--- src/hdl/swts_ram.sv ---
// Generic single-write, single-read RAM with registered read data.
// Standalone; no package needed.
module swts_ram #(
    parameter int WIDTH = 8,
    parameter int DEPTH = 16
) (
    input  logic                     clk,
    input  logic                     we,
    input  logic [$clog2(DEPTH)-1:0] waddr,
    input  logic [WIDTH-1:0]         wdata,
    input  logic [$clog2(DEPTH)-1:0] raddr,
    output logic [WIDTH-1:0]         rdata
);

    logic [WIDTH-1:0] mem [DEPTH];

    // write port and registered read port
    always_ff @(posedge clk)
    begin
        if (we)
        begin
            mem[waddr] <= wdata;
        end
        rdata <= mem[raddr];
    end

endmodule

--- config.mk ---
export PLATFORM = sky130hd
export DESIGN_NAME = swts_ram
export DESIGN_NICKNAME = d
export VERILOG_FILES = /design/src/hdl/swts_ram.sv
export SDC_FILE = /design/constraint.sdc
export NUM_CORES = 1
export LEC_CHECK = 0
export BUFFER_PORTS_ARGS = -buffer_cell sky130_fd_sc_hd__buf_2
export CAP_MARGIN = 20
export CELL_PAD_IN_SITES_DETAIL_PLACEMENT = 0
export CELL_PAD_IN_SITES_GLOBAL_PLACEMENT = 1
export CORE_MARGIN = 5
export CORE_UTILIZATION = 44
export DETAILED_ROUTE_END_ITERATION = 16
export HOLD_SLACK_MARGIN = 0.05
export PLACE_DENSITY = 0.76
export SLEW_MARGIN = 20
export SYNTH_ARGS = -nofsm -noshare
export SYNTH_HDL_FRONTEND = slang
export SYNTH_SLANG_ARGS = --single-unit
--- constraint.sdc ---
create_clock -name clk -period 2.4 [get_ports clk]
set_clock_uncertainty 0.1 [all_clocks]
set_input_delay 0.12 -clock clk [delete_from_list [all_inputs] [get_ports clk]]
set_output_delay 0.12 -clock clk [all_outputs]
set_load 0.01 [all_outputs]
==> results of run 1 <==
-- Yosys cell counts (all sizes together) --
master,instances
and2,1
mux4,32
nand2b,2
or3b,1
edfxtp,128
and2b,1
nor3,4
dfxtp,8
clkdlybuf4s25,3
nor2,13
nand3,1
nand2,9
buf,7
nand3b,2
a22oi,16
nor2b,1
-- path summary, 6_finish.rpt --
kind / to / slack (ns) / cells past startpoint
setup reg to reg: rdata[4] / 0.93 / 3
setup / recovery: rdata[4] / 0.93 / 3
hold / removal: mem[0][4] / 0.18 / 3
hold reg to reg: rdata[5] / 0.56 / 3
-- sequential cells by signal, summed over array words and instances (netlist names) --
name,flops
mem,128
rdata,8
-- cell type report --
cell class,count,area [sq um]
clock inverters,15,200
repair buffers,52,360
multi-input cells,83,1060
fillers,832,5240
well taps,143,179
clock buffers,17,425
flip-flops and latches,136,4000
-- critical path: stages, from the launching register on --
cell and delay [ns]:
edfxtp_1 0.35, mux4_1 0.51, a22oi_1 0.31, nand2_1 0.08
-- power breakdown --
part	internal (mW)	switching (mW)	leakage (nW)
clock network	1.74	0.943	0.297
registers	2.66	0.0153	1.22
logic	0.113	0.139	0.609
total	4.51	1.10	2.13
-- cell families after synthesis --
kind of cell           count (synthesis)  share of synthesized area [%]
DFF                                  136                           77.8
and+or+nand+nor                       35                           3.18
muxes                                 32                           15.0
AOI/OAI and AO/OA                     16                           2.33
buffers and inverters                 10                           1.68
-- per-layer routing --
metal / share of wire, % / routed length (microns) / track usage, % / vias up
met5: 0 / 0 / 0 / -
met4: 1.3 / 123 / 6.24 / 0
met3: 3.0 / 279 / 3.30 / 12
met2: 52 / 4880 / 23.7 / 47
met1: 43 / 4050 / 17.9 / 1252
li1: - / - / - / 1096
-- metrics by stage --
stage	setup slack [ns]	power, mW	hold WS, ns	utilization [%]	cells
after detailed placement	0.515	2.97	0.420	48.1	406
after floorplan	0.687	2.86	0.119	-	229
after global placement	0.505	2.96	0.395	48.1	406
after CTS	0.925	5.64	0.160	54.3	446
after global routing	0.801	5.77	0.199	54.3	446
final	0.933	5.61	0.175	54.3	446
==> flow_summary.toml, run 1 <==
[drt]
drc = 0
wl_per_cell_microns = 20.9
vias = 2407
drt-pass1-iter-count = 4
viasPerCell = 5.40
wl_mm = 9.33
antenna_left = 0
dr.first_iter.drc_count = 206

[worst_hold_path]
worstHoldPathType = "in -> reg"
min_from = "waddr[1]"

[yosys]
avgSynthCellArea_sq_um = 22.5
ys_seq_elements = 136
ys_seq_area_share_pct = 77.8
yosysWarnings = 0
synth_fp_nets = 247
synthCells = 229
yosysTopAreaCell = "edfxtp_1"
ys_top_cells_by_area = "edfxtp_1 75%, mux4_2 7.9%, mux4_1 7.1%"
yosysUniqueCellTypes = 19
synth_area_sq_um = 5150
synth_top_cell_area_share_pct = 74.7

[layout]
drive_gt1_share_pct = 31.0
final_nets = 308
syn_to_final_growth_pct = 21.0
final_common_cell = "edfxtp_1"
layout_common_cells = "128 x edfxtp_1, 25 x buf_2, 18 x mux4_2, 18 x buf_4, 17 x clkbuf_16"
antenna_cells = 0
fin_area_sq_um = 6230

[critical_path]
end_kind = "register"
worstPathArrival_ns = 1.65
critPathLaunchType = "register"
r2r-start = "mem[9][4]"
required_ns = 2.59
crit_type = "reg -> reg"
path_max_fanout = 1
worstSetupStartpoint = "mem[9][4]"

[global_routing]
grt_pass1_wl_mm = 14.7
antenna_found_initial = 0
grt_pass1_vias = 2504
grt_overflow = 0
grt_max_degree = 24
grt_use_total_pct = 14.2

[floorplan]
ios = 26
core_area_sq_um = 11500
initial_utilization_pct = 44.9
num_rows = 39
die-area_sq_um = 14000
die_y_microns = 118
die_width_microns = 118

[cts]
cts_tree = "done"
clkLatencyLatePin_ns = 0.41
cts_buffer_depth = 2
cts-root-buf = "clkbuf_16"
clkTransAtPathRegs_ns = 0.06
cts_buffers = 17
clkSinkCount = 136
cts_hold_buffers = 8
postCtsSetupRepairBufs = 0
post_cts_resized = 0
cts-htree-levels = 4

[power_and_ir_drop]
cellPowerDensity_nw_per_um2 = 900
p_leak_nw = 2.13
vdd_drop_max_mv = 0.454

[place]
portBuffers = 25
hpwlAfterDp_mm = 6.19
place_congestion = 0.715
place_area_sq_um = 5520

[timing]
min_period_ns = 1.47
finalHoldViolations = 0
final.setup.tns_ns = 0
drv_slew = 0
relSlewSlack_pct = 52.9
fmax_mhz = 682
finalCritPeriodShare_pct = 61.1
tightest_slew_ns = 0.705
finalSetupViolCount = 0
rsz0062_at_grt = "false"

[run_status]
outcome = "finished, final reports clean"

[flow_run]
maxCapViolations = 0
Power figures use the tool's default switching activity.
==> run 2: changes to the inputs <==
PLACE_DENSITY = 0.78   (was 0.76)
clock period = 1.31 ns   (was 2.4 ns; I/O delays follow)
==> flow_summary.toml, run 2 (synthesis gave the netlist of run 1 again) <==
[floorplan]
initial_utilization_pct = 44.9
die_y_microns = 118
die-area_sq_um = 14000
ios = 26
core_area_sq_um = 11500
num_rows = 39
die_width_microns = 118

[drt]
dr.first_iter.drc_count = 280
drt-pass1-iter-count = 4
top_layer_used = "met4"
wl_per_cell_microns = 21.7
wl_met1_mm = 4.27
met3WireLength_microns = 625
drc = 0
wl_mm = 9.90
vias = 2441
antenna_left = 0
viasPerCell = 5.35
dr_wl_met2_mm = 4.94

[critical_path]
reg2reg_slack_ns = -0.06
end_kind = "register"
critPathLaunchType = "register"
crit_type = "reg -> reg"
path_max_fanout = 1
required_ns = 1.51
r2r-start = "mem[10][6]"
rr_worst_depth = 3
worstPathArrival_ns = 1.57
timing.rr.end = "rdata[6]"

[layout]
final_nets = 318
drive_gt1_share_pct = 39.9
syn_to_final_growth_pct = 23.6
fill_cells = 829
largest_reg_flops = 128
max_flop_register = "mem"
layout_common_cells = "128 x edfxtp_1, 27 x mux4_2, 25 x buf_2, 25 x buf_4, 17 x clkbuf_16"
final_common_cell = "edfxtp_1"
stdcell_count = 456
reg_top3 = "mem x128, rdata x8"
antenna_cells = 0
fin_area_sq_um = 6360

[run_status]
violations = "setup timing"
outcome = "complete, but fails checks"

[worst_hold_path]
holdPathEnd = "mem[8][0]"
worstHoldPathType = "in -> reg"
hold_path_depth = 3
min_from = "waddr[0]"

[cts]
cts_tree = "done"
cts_buffers = 17
cts_buffer_depth = 2
postCtsSetupRepairBufs = 0
clkSinkCount = 136
cts-root-buf = "clkbuf_16"
cts-htree-levels = 4
clkTransAtPathRegs_ns = 0.06
clkLatencyLatePin_ns = 0.41

[place]
hpwlAfterDp_mm = 6.12
dp_cells = 417
place_area_sq_um = 5660
portBuffers = 25
place_congestion = 0.711
pre_cts_ws_ns = -0.313

[timing]
holdWs_ns = 0.129
fmax_mhz = 729
drv_slew = 0
tightest_slew_ns = 0.956
finalHoldViolations = 0
rsz0062_at_grt = "true"
layout_setup_ws_ns = -0.0619
finalCritPeriodShare_pct = 105
relSlewSlack_pct = 36.2
finalSetupViolCount = 7
min_period_ns = 1.37

[global_routing]
grt_overflow = 0
grt_pass1_vias = 2625
grt_pass1_wl_mm = 15.7
grt_max_degree = 22
antenna_found_initial = 0
grt_use_total_pct = 15.4

[flow_run]
maxCapViolations = 0

[power_and_ir_drop]
p_leak_nw = 2.17
vdd_drop_max_mv = 0.887
total_power_mw = 10.4
cellPowerDensity_nw_per_um2 = 1630
==> run 2: cell count changes in the layout (fill, tap and decap cells not counted), sizes merged <==
cell and delta:
inv -2, buf +10, clkbuf +2
==> run 2: worst max-delay path by stage <==
stage	startpoint	end	slack, ns
finish	mem[10][6]	rdata[6]	-0.06
detailed placement	raddr[0]	rdata[0]	-0.31
floorplan	waddr[2]	mem[3][0]	-0.12
global placement	raddr[0]	rdata[0]	-0.31
CTS	mem[7][0]	rdata[0]	-0.09
global route	mem[7][0]	rdata[0]	-0.12
==> run 2: layout make-up <==
class                      count  area [sq um]  area share [%]
tap                          143           179            2.81
clock buffer                  19           453            7.12
multi-input combinational     83          1080            16.9
sequential                   136          4000            62.9
clock inverter                13           176            2.77
timing repair buffer          62           473            7.43
==> run 2: repair_timing <==
item,4_1_cts,5_1_grt
hold endpoints to repair,128,0
hold buffers,8,0
pin swaps,8,3
gates resized for setup,14,3
setup endpoints to repair,8,8
==> run 2: worst max-delay path: stages (launching register included) <==
cell and delay [ns]:
edfxtp_1 0.37, mux4_2 0.49, a22oi_2 0.23, nand2_1 0.07
==> run 2: metrics by stage <==
stage                     setup TNS, ns  util (%)
after floorplan                   -3.76         -
after global placement            -4.86      49.3
after detailed placement          -5.33      49.3
after CTS                        -0.456      55.5
after global routing             -0.794      55.5
final                            -0.276      55.5
==> run 2: per-layer routing <==
metal / track usage [%] / vias to the layer above
li1: - / 1108
met1: 20.9 / 1253
met2: 23.6 / 76
met3: 5.44 / 4
met4: 4.73 / 0
met5: 0 / -
==> run 2: where the power goes <==
part	internal, mW	switching [mW]
clock	3.27	1.68
sequential	4.87	0.0285
combinational	0.250	0.281
