`src/hdl/swts_pkg.sv`:
```
// Shared constants, codes and types for the sorted word table search block.
// Used by every module in hdl/ but swts_ram, and by the testbench; depends on nothing.
package swts_pkg;

    // table geometry
    localparam int TABLE_DEPTH = 4096;
    localparam int ADDR_W      = $clog2(TABLE_DEPTH);
    localparam int COUNT_W     = $clog2(TABLE_DEPTH + 1);
    localparam int PROBE_W     = 13;

    // word geometry: three 64-bit parts, bytes past WORD_BYTES are zeroed
    localparam int WORD_BYTES = 24;
    localparam int PART_W     = 64;
    localparam int WORD_W     = 3 * PART_W;

    // first-letter index
    localparam logic [7:0] LETTER_A = 8'h61;
    localparam int         LETTERS  = 26;
    localparam int         LETTER_W = $clog2(LETTERS);

    // search mode codes
    localparam logic [1:0] MODE_SEQ    = 2'd0;
    localparam logic [1:0] MODE_BIN    = 2'd1;
    localparam logic [1:0] MODE_LETTER = 2'd2;
    localparam logic [1:0] MODE_RESET  = MODE_BIN;

    // action codes
    localparam logic ACT_APPEND = 1'b0;
    localparam logic ACT_QUERY  = 1'b1;

    // result of one word-to-entry compare
    typedef struct packed {
        logic lt;   // query word below entry
        logic eq;   // query word equals entry
    } cmp_result_t;

    // keep mask for one 64-bit part of a word
    function automatic logic [PART_W-1:0] part_mask(input int part);
        int kept;
        kept = WORD_BYTES - 8 * part;
        if (kept >= 8)
            return '1;
        else if (kept <= 0)
            return '0;
        else
            return {PART_W{1'b1}} << (8 * (8 - kept));
    endfunction

endpackage

```
`src/hdl/swts_letters.sv`:
```
// Per-letter word counters with one increment port and one read port.
// Depends on swts_pkg for count and letter widths.
module swts_letters (
    input  logic                          clk,
    input  logic                          rst_n,
    input  logic                          inc,
    input  logic [swts_pkg::LETTER_W-1:0] inc_idx,
    input  logic [swts_pkg::LETTER_W-1:0] rd_idx,
    output logic [swts_pkg::COUNT_W-1:0]  rd_count
);

    logic [swts_pkg::COUNT_W-1:0] count_reg [swts_pkg::LETTERS];

    // count appended words per first letter
    always_ff @(posedge clk or negedge rst_n)
    begin
        if (!rst_n)
        begin
            for (int i = 0; i < swts_pkg::LETTERS; i++)
            begin
                count_reg[i] <= '0;
            end
        end
        else if (inc)
        begin
            count_reg[inc_idx] <= count_reg[inc_idx] + 1'b1;
        end
    end

    // read the selected counter
    assign rd_count = count_reg[rd_idx];

endmodule

```
`config.mk`:
```
export PLATFORM = sky130hd
export DESIGN_NAME = swts_letters
export DESIGN_NICKNAME = d
export VERILOG_FILES = /design/src/hdl/swts_pkg.sv /design/src/hdl/swts_letters.sv
export SDC_FILE = /design/constraint.sdc
export NUM_CORES = 1
export LEC_CHECK = 0
export ABC_AREA = 1
export BUFFER_PORTS_ARGS = -buffer_cell sky130_fd_sc_hd__buf_4
export CORE_ASPECT_RATIO = 1.2
export CORE_MARGIN = 5
export CORE_UTILIZATION = 30
export CTS_CLUSTER_SIZE = 25
export DETAILED_ROUTE_END_ITERATION = 10
export GPL_ROUTABILITY_DRIVEN = 0
export PLACE_DENSITY_LB_ADDON = 0.2
export SYNTH_ARGS = -nofsm -noshare
export SYNTH_HDL_FRONTEND = slang
export SYNTH_SLANG_ARGS = --single-unit
```
`constraint.sdc`:
```
create_clock -name clk -period 8.6 [get_ports clk]
set_clock_uncertainty 0.15 [all_clocks]
set_input_delay 2.58 -clock clk [delete_from_list [all_inputs] [get_ports clk]]
set_output_delay 2.58 -clock clk [all_outputs]
set_load 0.005 [all_outputs]
```
==> metrics list <==
* Number of flip-flops under the largest register name: 338
- Synthesis produced a netlist whose cell count is 2,896.
* Hold-fix buffers, CTS: 0
- Maximum number of buffers from clock root to sink: 3
* Worst-path cell chain: buf_4 -> inv_6 -> buf_12 -> o21ai_0 -> o221ai_1 -> nand3_1 -> o21ai_0 -> o21ai_0 -> inv_1 -> buf_4
- Remaining number of nets flagged by the antenna check after routing: 0
* Library cell used as clock root buffer: sky130_fd_sc_hd__clkbuf_16
* Yosys warning total: 0
* Worst Hold Class: reg -> reg
- Setup repair after global routing missed its margin: no
- Floorplan die area: 0.0709 mm^2
* Initial antenna violation count: 0
- Initial standard-cell utilization of the core: 30.1%
* Power per cell area: 184 mW/mm^2
- Averaged over all synthesized cells, the footprint is 6.80 um^2.
* H-tree depth: 2
- The worst-case IR drop observed on VDD is 0.119 mV.
- Fill cells: 7,028
- Post-Synthesis Net Count: 2,910
* Average wire per cell in the routed design: 21.7 um
* Sw Share: between 20% and 30%
* Met2 layer wire length in the routed design: 37.6 mm
* Least setup slack across all paths after layout: 983 ps
* Endpoints failing setup: 0
- Initial DRT Pass Iterations: 6
- For this block, wires on met1 add up to ~33 mm.
* Kind of critical path: in -> out
* Sum of net half-perimeters after detailed placement: roughly 52 mm
- After the flow finishes, the layout carries non-filler instances totaling roughly 3,700.
- The floorplan has about 100 rows.
- Average vias per placed instance: 5.43
- Wire length of the first global-routing pass: 121 mm
- Die Span Y: between 200 and 300 um
* Clock slew at the register clock pins of the worst setup and hold paths: 60 ps
- Setup total negative slack on the finished layout was measured at 0 ps.
- Buffers inserted by post-CTS timing repair: 0
* Primary flip-flop cell chosen by synthesis mapping: sky130_fd_sc_hd__dfrtp_1
- Number of flip-flops and latches in the synthesized netlist: around 340
- Across all layers, the routed design uses 20,081 vias.
- The mapped netlist covers 0.0197 mm^2.
- After layout, the worst path uses 88.6% of the clock period.
* Data required time at the worst endpoint: 5870 ps
* First-iteration detailed-routing DRC count: 1,970
- Internal Pwr Total: 0.00285 W
* Pin count of the biggest net entering global routing: between 100 and 150
- The count of endpoints failing hold in the final timing report is 0.
- The via count of the first global-routing pass was approximately 19,000.
- The final-report max-slew violation count was 0.
- Measured along the x axis, the die boundary spans 244 um.
* CP endpoint kind: output pin
- The clock network accounts for 43.5% of the total power.
* Slowest stage cell on the critical path: sky130_fd_sc_hd__o21ai_0
* Number of synthesized flops with an enable pin: 0
- Worst reg-to-reg setup slack: 5300 ps
* CTS tree: built
- Summed over all nets, the switching power comes to 0.00118 W.
* Outcome: complete, no violations
- Ant. Diodes: 0
- Number of cells after detailed placement: 3,628
- Number of buffer cells added on primary ports: 25
* Slew HR: 28.3%
* Clk Latency, worst-skew pair: 580 ps
- Max-cap violations in this run came to 0.
* Overall fraction of global-route tracks in use: about 22%
- The multi-input combinational cells in the finished layout cover a total of 0.00992 mm^2.
- Hold Crit Depth: 2
- Asr flop ratio synth: 100%
- Actual slew at the worst max-slew pin: 1070 ps
- Layout cell share with drive strength beyond 1: between 7 and 8%
- Across all hold checks on the routed design, the worst slack comes to 332 ps.
- On the worst path, the slowest cell contributes a delay of 550 ps.
- Clock sink total: 338
- Final net count: 2,844
* Startpoint Class: input pin
- Combinational power share: roughly an eighth
- Prior to clock tree synthesis, the placed netlist has a worst setup slack of about 1000 ps.
- Summing the sequential cell areas from Yosys gives approximately 43% of the chip area.
- The area growth from synthesis to layout is 11.2%.
- In this run the count of I/O pins placed on the die edge is 26.
* Most common cell on crit path: sky130_fd_sc_hd__o21ai_0
- Sequential fraction of design power: 43.6%
* Number of design rule violations left after detail routing: 0
- The number of cells on the worst reg-to-reg path is 16.
- For the finished layout, the period the worst path requires is 7620 ps.
* Final Power: between 0.004 and 0.005 W
* Core Region: between 0.06 and 0.07 mm^2
* Sequential cell area: 0.00846 mm^2
- Maximum frequency from static timing analysis: 0.131 GHz
- Routed signal wires occupy layers up through met4.
* Arrival time reported for the critical path endpoint: just under 5000 ps
- Grt ovf: 0
* Standby leakage power: 10.8 nW
- Of all nets on the critical path, the largest fanout is 60.
- CTS resizes: 0
- After detailed routing, the met3 layer carries 6.02 mm of wire.
* Clock buffers created by TritonCTS: 40
* Routed wire length: 80.1 mm
- The netlist uses 39 different library cells.
## placed cells by master, fill, tap and decap left out, types with 22 or more instances in the layout
cell / Yosys / layout
sky130_fd_sc_hd__o22ai_1: 22 / 22
sky130_fd_sc_hd__nand3_1: 246 / 246
sky130_fd_sc_hd__o211ai_1: 26 / 26
sky130_fd_sc_hd__buf_4: 26 / 76
sky130_fd_sc_hd__inv_1: 87 / 86
sky130_fd_sc_hd__inv_2: 22 / 22
sky130_fd_sc_hd__o21ai_0: 353 / 353
sky130_fd_sc_hd__nor2_1: 206 / 206
sky130_fd_sc_hd__a21oi_1: 31 / 31
sky130_fd_sc_hd__nand2_1: 1216 / 1216
sky130_fd_sc_hd__o21ai_1: 48 / 48
sky130_fd_sc_hd__o221ai_1: 33 / 33
sky130_fd_sc_hd__dfrtp_1: 338 / 338
sky130_fd_sc_hd__clkbuf_16: 0 / 41
## routing by layer
| layer | GRT usage [%] | vias to the layer above |
|---|---|---|
| li1 | - | 9260 |
| met1 | 29.3 | 9615 |
| met2 | 35.9 | 983 |
| met3 | 2.93 | 223 |
| met4 | 8.71 | 0 |
| met5 | 0 | - |
## worst max-delay path: cells and delay by family
family                 cells  cell delay [ps]
AOI/OAI and AO/OA          4              910
buffers and inverters      5             1180
and+or+nand+nor            1              110
## final timing paths
check | startpoint | endpoint
max | rd_idx[0] | rd_count[12]
min | count_reg[22] | count_reg[22]
max reg2reg | count_reg[221] | count_reg[337]
min reg2reg | count_reg[22] | count_reg[22]
max in group asynchronous | rst_n | count_reg[60]
min in group asynchronous | rst_n | count_reg[171]
## cell type report
type	instances	share of cell area, %
clock buffer	58	5.43
clock inverter	13	0.577
inverter	122	2.13
multi-input combinational	2246	45.3
sequential	338	38.6
tap	840	4.80
timing repair buffer	82	3.13
## logic make-up (layout without fill, tap and decap cells)
| logic type | count (synthesis) | count (layout) | share of synthesized area [%] |
|---|---|---|---|
| xor gates and xnor gates | 3 | 3 | 0.172 |
| adders and majority gates | 1 | 1 | 0.0635 |
| DFF | 338 | 338 | 43.0 |
| and+or+nand+nor | 1714 | 1714 | 35.3 |
| buffers and inverters | 312 | 275 | 6.81 |
| AOI/OAI and AO/OA | 528 | 528 | 14.7 |
## stage by stage
stage	cell area, um^2	utilization [%]
after global placement	20600	31.4
after global routing	21900	33.4
after detailed placement	20600	31.4
after floorplan	19700	-
final	21900	33.4
after CTS	21900	33.4
## synthesized netlist by cell type, drive strengths merged (2+ instances only)
library cell | count | area (um^2)
nand2 | 1225 | 4620
clkbuf | 100 | 375
clkinv | 13 | 48.8
o211ai | 26 | 195
o21ai | 401 | 2010
o221ai | 33 | 289
a22oi | 10 | 75.1
nor3 | 8 | 77.6
nand4 | 4 | 43.8
inv | 109 | 409
nor2 | 226 | 927
o22ai | 22 | 138
xor2 | 2 | 25.0
nand3 | 249 | 1260
dfrtp | 338 | 8460
a21oi | 31 | 155
buf | 90 | 507
a211oi | 2 | 15.0
## power groups by stage
stage / sequential (W) / combinational [W] / clock [W]
global placement: 0.00178 / 0.000508 / 0
floorplan: 0.00176 / 0.000313 / 0
detailed placement: 0.00178 / 0.000514 / 0
finish: 0.00176 / 0.000519 / 0.00175
global route: 0.00177 / 0.000576 / 0.00184
CTS: 0.00176 / 0.000515 / 0.00179
(Power assumes the default switching activity.)
