### config.mk
export PLATFORM = sky130hd
export DESIGN_NAME = swts_cmp
export DESIGN_NICKNAME = d
export VERILOG_FILES = /design/src/hdl/swts_pkg.sv /design/src/hdl/swts_cmp.sv
export SDC_FILE = /design/constraint.sdc
export NUM_CORES = 1
export LEC_CHECK = 0
export BUFFER_PORTS_ARGS = -buffer_cell sky130_fd_sc_hd__buf_2
export CAP_MARGIN = 25
export CORE_AREA = 2 2 151 153
export DETAILED_ROUTE_END_ITERATION = 16
export DIE_AREA = 0 0 153 155
export GPL_TIMING_DRIVEN = 1
export PLACE_DENSITY = 0.52
export SYNTH_ARGS = -nofsm -noshare
export SYNTH_HDL_FRONTEND = slang
export SYNTH_SLANG_ARGS = --single-unit
### constraint.sdc
create_clock -name vclk -period 2.7
set_clock_uncertainty 0.1 [all_clocks]
set_input_delay 0.54 -clock vclk [all_inputs]
set_output_delay 0.54 -clock vclk [all_outputs]
set_load 0.05 [all_outputs]
### src/hdl/swts_pkg.sv
// Shared constants, codes and types for the sorted word table search block.
// Used by every module in hdl/ but swts_ram, and by the testbench; depends on nothing.
package swts_pkg;

    // table geometry
    localparam int TABLE_DEPTH = 4096;
    localparam int ADDR_W      = $clog2(TABLE_DEPTH);
    localparam int COUNT_W     = $clog2(TABLE_DEPTH + 1);
    localparam int PROBE_W     = 13;

    // word geometry: three 64-bit parts, bytes past WORD_BYTES are zeroed
    localparam int WORD_BYTES = 24;
    localparam int PART_W     = 64;
    localparam int WORD_W     = 3 * PART_W;

    // first-letter index
    localparam logic [7:0] LETTER_A = 8'h61;
    localparam int         LETTERS  = 26;
    localparam int         LETTER_W = $clog2(LETTERS);

    // search mode codes
    localparam logic [1:0] MODE_SEQ    = 2'd0;
    localparam logic [1:0] MODE_BIN    = 2'd1;
    localparam logic [1:0] MODE_LETTER = 2'd2;
    localparam logic [1:0] MODE_RESET  = MODE_BIN;

    // action codes
    localparam logic ACT_APPEND = 1'b0;
    localparam logic ACT_QUERY  = 1'b1;

    // result of one word-to-entry compare
    typedef struct packed {
        logic lt;   // query word below entry
        logic eq;   // query word equals entry
    } cmp_result_t;

    // keep mask for one 64-bit part of a word
    function automatic logic [PART_W-1:0] part_mask(input int part);
        int kept;
        kept = WORD_BYTES - 8 * part;
        if (kept >= 8)
            return '1;
        else if (kept <= 0)
            return '0;
        else
            return {PART_W{1'b1}} << (8 * (8 - kept));
    endfunction

endpackage

### src/hdl/swts_cmp.sv
// Shared compare unit: orders the query word against one table entry.
// Depends on swts_pkg for word widths and the compare result type.
module swts_cmp (
    input  logic [swts_pkg::WORD_W-1:0] word,
    input  logic [swts_pkg::WORD_W-1:0] entry,
    output swts_pkg::cmp_result_t       result
);

    // big-endian packing makes string order plain unsigned order
    always_comb
    begin
        result.lt = word < entry;
        result.eq = word == entry;
    end

endmodule

==> results of run 1 <==
-- per-layer routing --
layer / GRT usage (%) / wire, um / vias up
met3: 3.09 / 1540 / 12
met4: 1.46 / 228 / 0
met2: 30.8 / 9690 / 248
li1: - / - / 3281
met5: 0 / 0 / -
met1: 16.3 / 7260 / 2559
-- synth_stat cells, types with 2 or more instances --
cell type / instances / share of area (%)
o21bai_1: 2 / 0.31
and2_1: 2 / 0.26
inv_1: 201 / 16
a21oi_1: 79 / 8.1
nor3_1: 3 / 0.31
a31oi_1: 5 / 0.64
ha_1: 192 / 49
and4_1: 3 / 0.54
nor2_1: 11 / 0.85
a221oi_1: 5 / 0.90
nor2b_1: 2 / 0.26
or2_2: 2 / 0.26
a211oi_1: 2 / 0.31
a21o_1: 24 / 3.7
nand2b_1: 5 / 0.64
nand3_1: 14 / 1.4
nand4_1: 38 / 4.9
a221o_1: 2 / 0.41
nor4_1: 7 / 0.90
o211ai_1: 2 / 0.31
o21ai_0: 31 / 3.2
nand2_1: 47 / 3.6
-- logic make-up after synthesis --
kind of cell | count (synthesis) | synth area share (%)
compound gates | 159 | 19.2
fa+ha+maj | 192 | 49.5
buf+inv | 201 | 15.5
simple gates | 142 | 15.8
-- layout make-up --
cell class	instances	area [um2]
fill	2420	14200
multi-input combinational	493	4430
timing repair buffer	436	2450
inverter	201	769
tap	285	357
antenna	7	17.5
-- per-stage QoR --
stage / utilization [%] / setup WS (ns)
2_1_floorplan: - / -0.379
3_3_place_gp: 34.2 / -0.845
5_1_grt: 36.0 / -0.787
6_report: 36.1 / -0.613
3_5_place_dp: 34.2 / -0.900
4_1_cts: 35.5 / -0.687
-- cells in the final DEF, fill, tap and decap left out, types with 2 or more instances in the layout --
master,synthesis,routed
a211oi_1,2,2
a21o_1,24,24
a21oi_1,79,77
a221o_1,2,2
a221oi_1,5,5
a31oi_1,5,5
and2_1,2,2
and4_1,3,3
buf_12,0,2
buf_2,0,367
buf_4,0,49
buf_6,0,17
diode_2,0,7
ha_1,192,174
ha_4,0,18
inv_1,201,185
inv_2,0,14
nand2_1,47,47
nand2b_1,5,5
nand3_1,14,14
nand4_1,38,38
nor2_1,11,11
nor2b_1,2,2
nor3_1,3,2
nor4_1,7,3
nor4_4,1,4
o211ai_1,2,2
o21ai_0,31,31
o21bai_1,2,2
-- final timing paths --
check / startpoint / to / depth (start not counted)
worst min-delay path: word[191] / result[1] / 6
worst max-delay path: entry[149] / result[1] / 11
-- what timing repair did --
item | 4_1_cts | 5_1_grt
gates resized for setup | 42 | 21
pin swaps | 7 | 2
setup endpoints to repair | 2 | 2
setup buffers | 2 | 0
hold buffers | 0 | 0
-- where the power goes --
part	total, mW	leakage (nW)	switching (mW)	internal (mW)
clock	0.000000347	0.0000444	0	0.000000347
combinational	1.06	5.03	0.482	0.575
sequential	0	0	0	0
==> flow_summary.ini, run 1 <==
[power]
peakVddDrop_v = 0.0000692
power_density_nw_per_um2 = 132
p_leak_nw = 5.03
total_power_mw = 1.06

[critical_path]
arrival_ns = 2.67
crit_type = in -> out
crit_fanout = 2
cpPeakStageDelay_ns = 0.35
critPathBufInv = 3
crit_family = compound AO/OA/AOI/OAI gates
crit_path_top_delay_cell = a221o_1
start_kind = primary input
cp-end-kind = output pin
crit_chain = buf_8 -> inv_12 -> ha_4 -> a21o_1 -> a21o_1 -> a221o_1 -> a2111oi_4 -> o22ai_1 -> nand4bb_2 -> nor3_4 -> buf_12
critPathMostFrequentCell = a21o_1
cp.required_ns = 2.06

[placed_design]
place_area_um2 = 7600
place_congestion = 0.828
portBuffers = 386
dpl.hpwl_um = 17900
dp.cells = 1413

[flow_run]
drv_cap = 0

[outcome]
outcome = finished, violations left
violations = setup timing

[drt]
num_vias = 6100
drc = 0
postRouteAntennaNets = 0
drtIter0Drc = 102
wl_per_cell_um = 13.2
wl_um = 18700
drt-pass1-iter-count = 4
detail_route.vias_per_cell = 4.29

[yosys]
syn-num-nets = 1270
synthCells = 694
avgSynthCellArea_um2 = 7.00
ys_types = 37
synth-seq-area-share_pct = 0
syn_area_um2 = 4860
yosys_warnings = 0

[sta]
setup_ws_ns = -0.613
post-route-min-period_ns = 3.31
whs_ns = 1.58
rsz0062_at_grt = true
slew_headroom_pct = 71.6
finalCritPeriodShare_pct = 123
finalHoldViolCount = 0
setup_viol = 2
slew_viol_final = 0
setup_tns_ns = -1.21
max_freq_mhz = 302
tightest_slew_ns = 0.422

[cells_and_area]
nClkBuffers = 0
area_delta_synth_final_pct = 65.2
fin_cells = 1422
seq_cell_count = 0
regArea_um2 = 0
design_area_um2 = 8020
finish.net_count = 1708
drive_above_1_share_pct = 43.1

[die]
initial_core_util_pct = 21.8
die_area_um2 = 23700
fp-row-count = 55
die_h_um = 155
coreArea_um2 = 22200
ioPinCount = 386
die_w_um = 153

[global_routing]
grt_overflow = 0
grt_pass1_wl_um = 29500
grt.total_usage_pct = 15.1
grt_pass1_vias = 6313
antenna_found_initial = 3
grt_max_degree = 4

[min_path]
hold_class = in -> out
No activity file was read; power rests on OpenSTA's default activity.
==> inputs of run 2 (changes only) <==
==> constraint.sdc (replaced) <==
create_clock -name vclk -period 2.7
set_clock_uncertainty 0.1 [all_clocks]
set_input_delay 0.675 -clock vclk [all_inputs]
set_output_delay 0.675 -clock vclk [all_outputs]
set_load 0.05 [all_outputs]
==> run 2 against run 1 <==
Against the previous run: the flow still finishes with violations (setup timing); critical path type unchanged; non-clock buffer count up 5; worst setup slack got worse by 0.42 ns; critical path depth up 5; worst hold slack gained 0.31 ns; final cell count grew 0.28%; first-iteration DRC count increased by 28%; combinational power about the same; power down 0.58%; die area unchanged; largest cell class unchanged.
==> flow_summary.ini, run 2 (synthesis gave the netlist of run 1 again) <==
[outcome]
outcome = finished, violations left
violations = setup timing

[critical_path]
start_kind = primary input
cp-end-kind = output pin
crit_type = in -> out
crit_fanout = 2
arrival_ns = 2.96
cp.required_ns = 1.92

[cells_and_area]
area_delta_synth_final_pct = 64.7
design_area_um2 = 8000
seq_cell_count = 0
nClkBuffers = 0
drive_above_1_share_pct = 42.8
finish.net_count = 1713
fill_cells = 2428
final_common_cell = buf_2
regArea_um2 = 0
layout_common_cells = buf_2, inv_1, ha_1, a21oi_1, buf_4

[placed_design]
portBuffers = 386
dpl.hpwl_um = 17900
place_area_um2 = 7600
place_congestion = 0.829

[min_path]
whs_endpoint = result[1]
min-delay-start = word[191]
holdPathStages = 6
hold_class = in -> out

[global_routing]
grt_max_degree = 4
grt.total_usage_pct = 15.0
use_met2_pct = 30.2
grt_pass1_vias = 6224
antenna_found_initial = 5
grt_pass1_wl_um = 29200
use_met3_pct = 3.48
grt_util_met1_pct = 16.0
grt_busiest_layer = met2
grt_overflow = 0

[drt]
drtIter0Drc = 131
wl_per_cell_um = 13.3
num_vias = 6116
postRouteAntennaNets = 0
detail_route.vias_per_cell = 4.29
drt-pass1-iter-count = 4
wl_um = 18900
drc = 0

[sta]
finalCritPeriodShare_pct = 138
post-route-min-period_ns = 3.73
rsz0062_at_grt = true
finalHoldViolCount = 0
slew_viol_final = 0
slew_headroom_pct = 72.8
max_freq_mhz = 268
setup_ws_ns = -1.03
setup_viol = 2
tightest_slew_ns = 0.398

[die]
fp-row-count = 55
die_h_um = 155
ioPinCount = 386
die_w_um = 153
die_area_um2 = 23700
initial_core_util_pct = 21.8
coreArea_um2 = 22200

[flow_run]
drv_cap = 0

[power]
power_density_nw_per_um2 = 131
peakVddDrop_v = 0.0000612
p_leak_nw = 5.03
total_power_mw = 1.05

[clock_network]
cts_hold_buf = 0
[run 2: cell count changes in the layout (fill, tap and decap cells not counted), moves of 2 or more]
cell,delta
buf_4,+6
inv_1,+3
inv_2,-3
nor4_4,-2
[run 2: metal layers]
metal	routed length (um)	part of all wire (%)
met3	1550	8.2
met4	252	1.3
met5	0	0
met1	7330	39
met2	9790	52
[run 2: stage by stage]
stage	hold slack [ns]	setup WS [ns]	setup TNS [ns]	util [%]	instances
3_5_place_dp	1.94	-1.15	-2.19	34.2	1413
3_3_place_gp	1.94	-1.12	-2.15	34.2	1413
2_1_floorplan	1.63	-0.649	-1.28	-	694
6_report	1.89	-1.03	-2.06	36.0	1426
5_1_grt	1.93	-1.20	-2.38	35.9	1423
4_1_cts	1.90	-1.07	-2.13	35.6	1418
[run 2: how the worst max path moves through the flow]
stage                    start   endpoint  slack, ns  depth (start not counted)
floorplan           entry[149]  result[1]      -0.65                          9
global placement    entry[149]  result[1]      -1.12                         13
detailed placement  entry[149]  result[1]      -1.15                         13
CTS                 entry[157]  result[1]      -1.07                         13
global route        entry[139]  result[0]      -1.20                         10
finish              entry[150]  result[1]      -1.03                         16
[run 2: final cells by class]
cell class | instances | area, um2 | share of cell area (%)
repair buffers | 441 | 2470 | 30.9
multi-input cells | 493 | 4380 | 54.8
well taps | 285 | 357 | 4.46
inverters | 201 | 769 | 9.62
diodes | 6 | 15.0 | 0.188
[run 2: what timing repair did]
action,in CTS,in global routing
buffers inserted,5,2
pin swaps,18,6
resized for setup,42,8
setup endpoints to repair,2,2
[run 2: worst max-delay path, stage by stage]
cell and delay [ns]:
buf_2 0.09, inv_2 0.04, ha_4 0.25, nand4_1 0.15, nor4_2 0.29, buf_4 0.16, nand4_1 0.13, buf_4 0.17
buf_4 0.12, buf_4 0.12, buf_4 0.12, buf_4 0.12, a31oi_1 0.11, nand4bb_2 0.20, nor3_4 0.07, buf_12 0.16
[run 2: power breakdown]
part	total, mW	leakage [nW]	switching [mW]	internal (mW)
Clock	0.000000298	0.0000380	0	0.000000298
Combinational	1.05	5.03	0.479	0.572
Sequential	0	0	0	0
==> inputs of run 3 (changes only) <==
==> constraint.sdc (replaced) <==
create_clock -name vclk -period 3.4
set_clock_uncertainty 0.1 [all_clocks]
set_input_delay 0.85 -clock vclk [all_inputs]
set_output_delay 0.85 -clock vclk [all_outputs]
set_load 0.05 [all_outputs]
==> run 3 against run 2 <==
Against the previous run: power fell by 22%; the flow still finishes with violations (setup timing); combinational power fell by 22%; critical endpoint unchanged; design area fell by 2.1%; sequential cell count is the same; first-iteration DRC count is 15% lower; critical path depth is 3 lower; global-route usage is 0.088 points lower; final cell count down 0.35%.
==> flow_summary.ini, run 3 (synthesis gave the netlist of run 1 again) <==
[global_routing]
grt_max_degree = 4
grt_pass1_vias = 6191
grt.total_usage_pct = 14.9
grt_overflow = 0
antenna_found_initial = 3
grt_pass1_wl_um = 29100

[drt]
drt-pass1-iter-count = 4
top_layer = met4
detail_route.vias_per_cell = 4.27
dr_wl_met3_um = 1510
drtIter0Drc = 112
wl_met1_um = 7250
wl_met2_um = 9810
wl_um = 18700
wl_per_cell_um = 13.1
postRouteAntennaNets = 0
drc = 0
num_vias = 6074

[sta]
setup_tns_ns = -1.39
max_freq_mhz = 244
post-route-min-period_ns = 4.10
setup_ws_ns = -0.699
slew_viol_final = 0
finalCritPeriodShare_pct = 121
slew_headroom_pct = 74.3
tightest_slew_ns = 0.376
finalHoldViolCount = 0
setup_viol = 2
rsz0062_at_grt = true

[critical_path]
crit_fanout = 2
cp-end-kind = output pin
critPathBufInv = 5
crit_type = in -> out
crit_path_top_delay_cell = nor4_2
crit_family = simple AND/OR/NAND/NOR gates
critPathMostFrequentCell = nand4_1
cp-startpoint = entry[157]
crit_cells = 13
cpPeakStageDelay_ns = 0.33
endpoint = result[1]
cp.required_ns = 2.45
start_kind = primary input
arrival_ns = 3.15
crit_chain = buf_6 -> inv_4 -> ha_4 -> nand4_1 -> nor4_2 -> buf_4 -> nand4_1 -> nor4_2 -> buf_4 -> nand4_1 -> a21oi_2 -> nor3_4 -> buf_12

[die]
die_w_um = 153
ioPinCount = 386
die_area_um2 = 23700
fp-row-count = 55
die_h_um = 155
initial_core_util_pct = 21.8
coreArea_um2 = 22200

[power]
power_density_nw_per_um2 = 104
swShare_pct = 45.7
pwr-share-seq_pct = 0
p_leak_nw = 5.01
pwr-share-comb_pct = 100.0
p_clk_share_pct = 0
peakVddDrop_v = 0.0000466
internal_power_mw = 0.442
p_sw_mw = 0.372

[placed_design]
place_ws_ns = -0.785
portBuffers = 386
place_area_um2 = 7600
dp.cells = 1412
dpl.hpwl_um = 17900
place_congestion = 0.828

[cells_and_area]
fill_cells = 2433
regArea_um2 = 0
area_delta_synth_final_pct = 61.2
seq_cell_count = 0
drive_above_1_share_pct = 41.7
design_area_um2 = 7830
layout_common_cells = buf_2, inv_1, ha_1, a21oi_1, buf_4
final_common_cell = buf_2
fin_cells = 1421
finish.net_count = 1710
final_util_pct = 35.2
nClkBuffers = 0

[outcome]
outcome = finished, violations left
violations = setup timing

[min_path]
holdPathStages = 6
hold_class = in -> out

[flow_run]
drv_cap = 0
[run 3: changes by cell type in the layout (fill, tap and decap cells not counted), moves of 4 or more]
| cell | before | now |
|---|---|---|
| ha_4 | 17 | 10 |
| buf_6 | 16 | 8 |
| inv_1 | 188 | 192 |
| buf_2 | 368 | 375 |
| ha_1 | 175 | 182 |
| inv_2 | 11 | 7 |
[run 3: what timing repair did]
action | CTS | global route
resized for setup | 29 | 1
hold buffers | 0 | 0
pin swaps | 13 | 0
setup buffers | 5 | 0
endpoints found under the setup margin | 2 | 2
[run 3: layer usage]
layer	vias up	GRT usage [%]
li1	3281	-
met1	2551	16.1
met2	238	30.7
met3	4	3.06
met4	0	0.882
met5	-	0
[run 3: worst min-delay path by stage]
| stage | from | endpoint |
|---|---|---|
| after detailed placement | entry[0] | result[0] |
| after global routing | word[191] | result[1] |
| after CTS | word[191] | result[1] |
| after global placement | word[191] | result[1] |
| after floorplan | word[191] | result[1] |
| final | word[191] | result[1] |
[run 3: area by class of cell]
class / instances / area, um2 / share of cell area [%]
Timing Repair Buffer: 438 / 2400 / 30.7
Multi-Input combinational cell: 493 / 4290 / 54.8
Antenna cell: 4 / 10.0 / 0.128
Inverter: 201 / 769 / 9.83
Tap cell: 285 / 357 / 4.56
[run 3: metrics by stage]
step | hold slack [ns] | power [mW]
global route | 2.27 | 0.946
finish | 2.21 | 0.815
CTS | 2.25 | 0.829
detailed placement | 2.29 | 0.798
global placement | 2.29 | 0.791
floorplan | 1.98 | 0.397
[run 3: power by group through the flow]
stage            Clock (mW)  Sequential [mW]  Combinational [mW]
2_1_floorplan             0                0               0.397
3_3_place_gp              0                0               0.791
3_5_place_dp              0                0               0.798
4_1_cts                   0                0               0.829
5_1_grt        0.0000000789                0               0.946
6_report        0.000000158                0               0.815
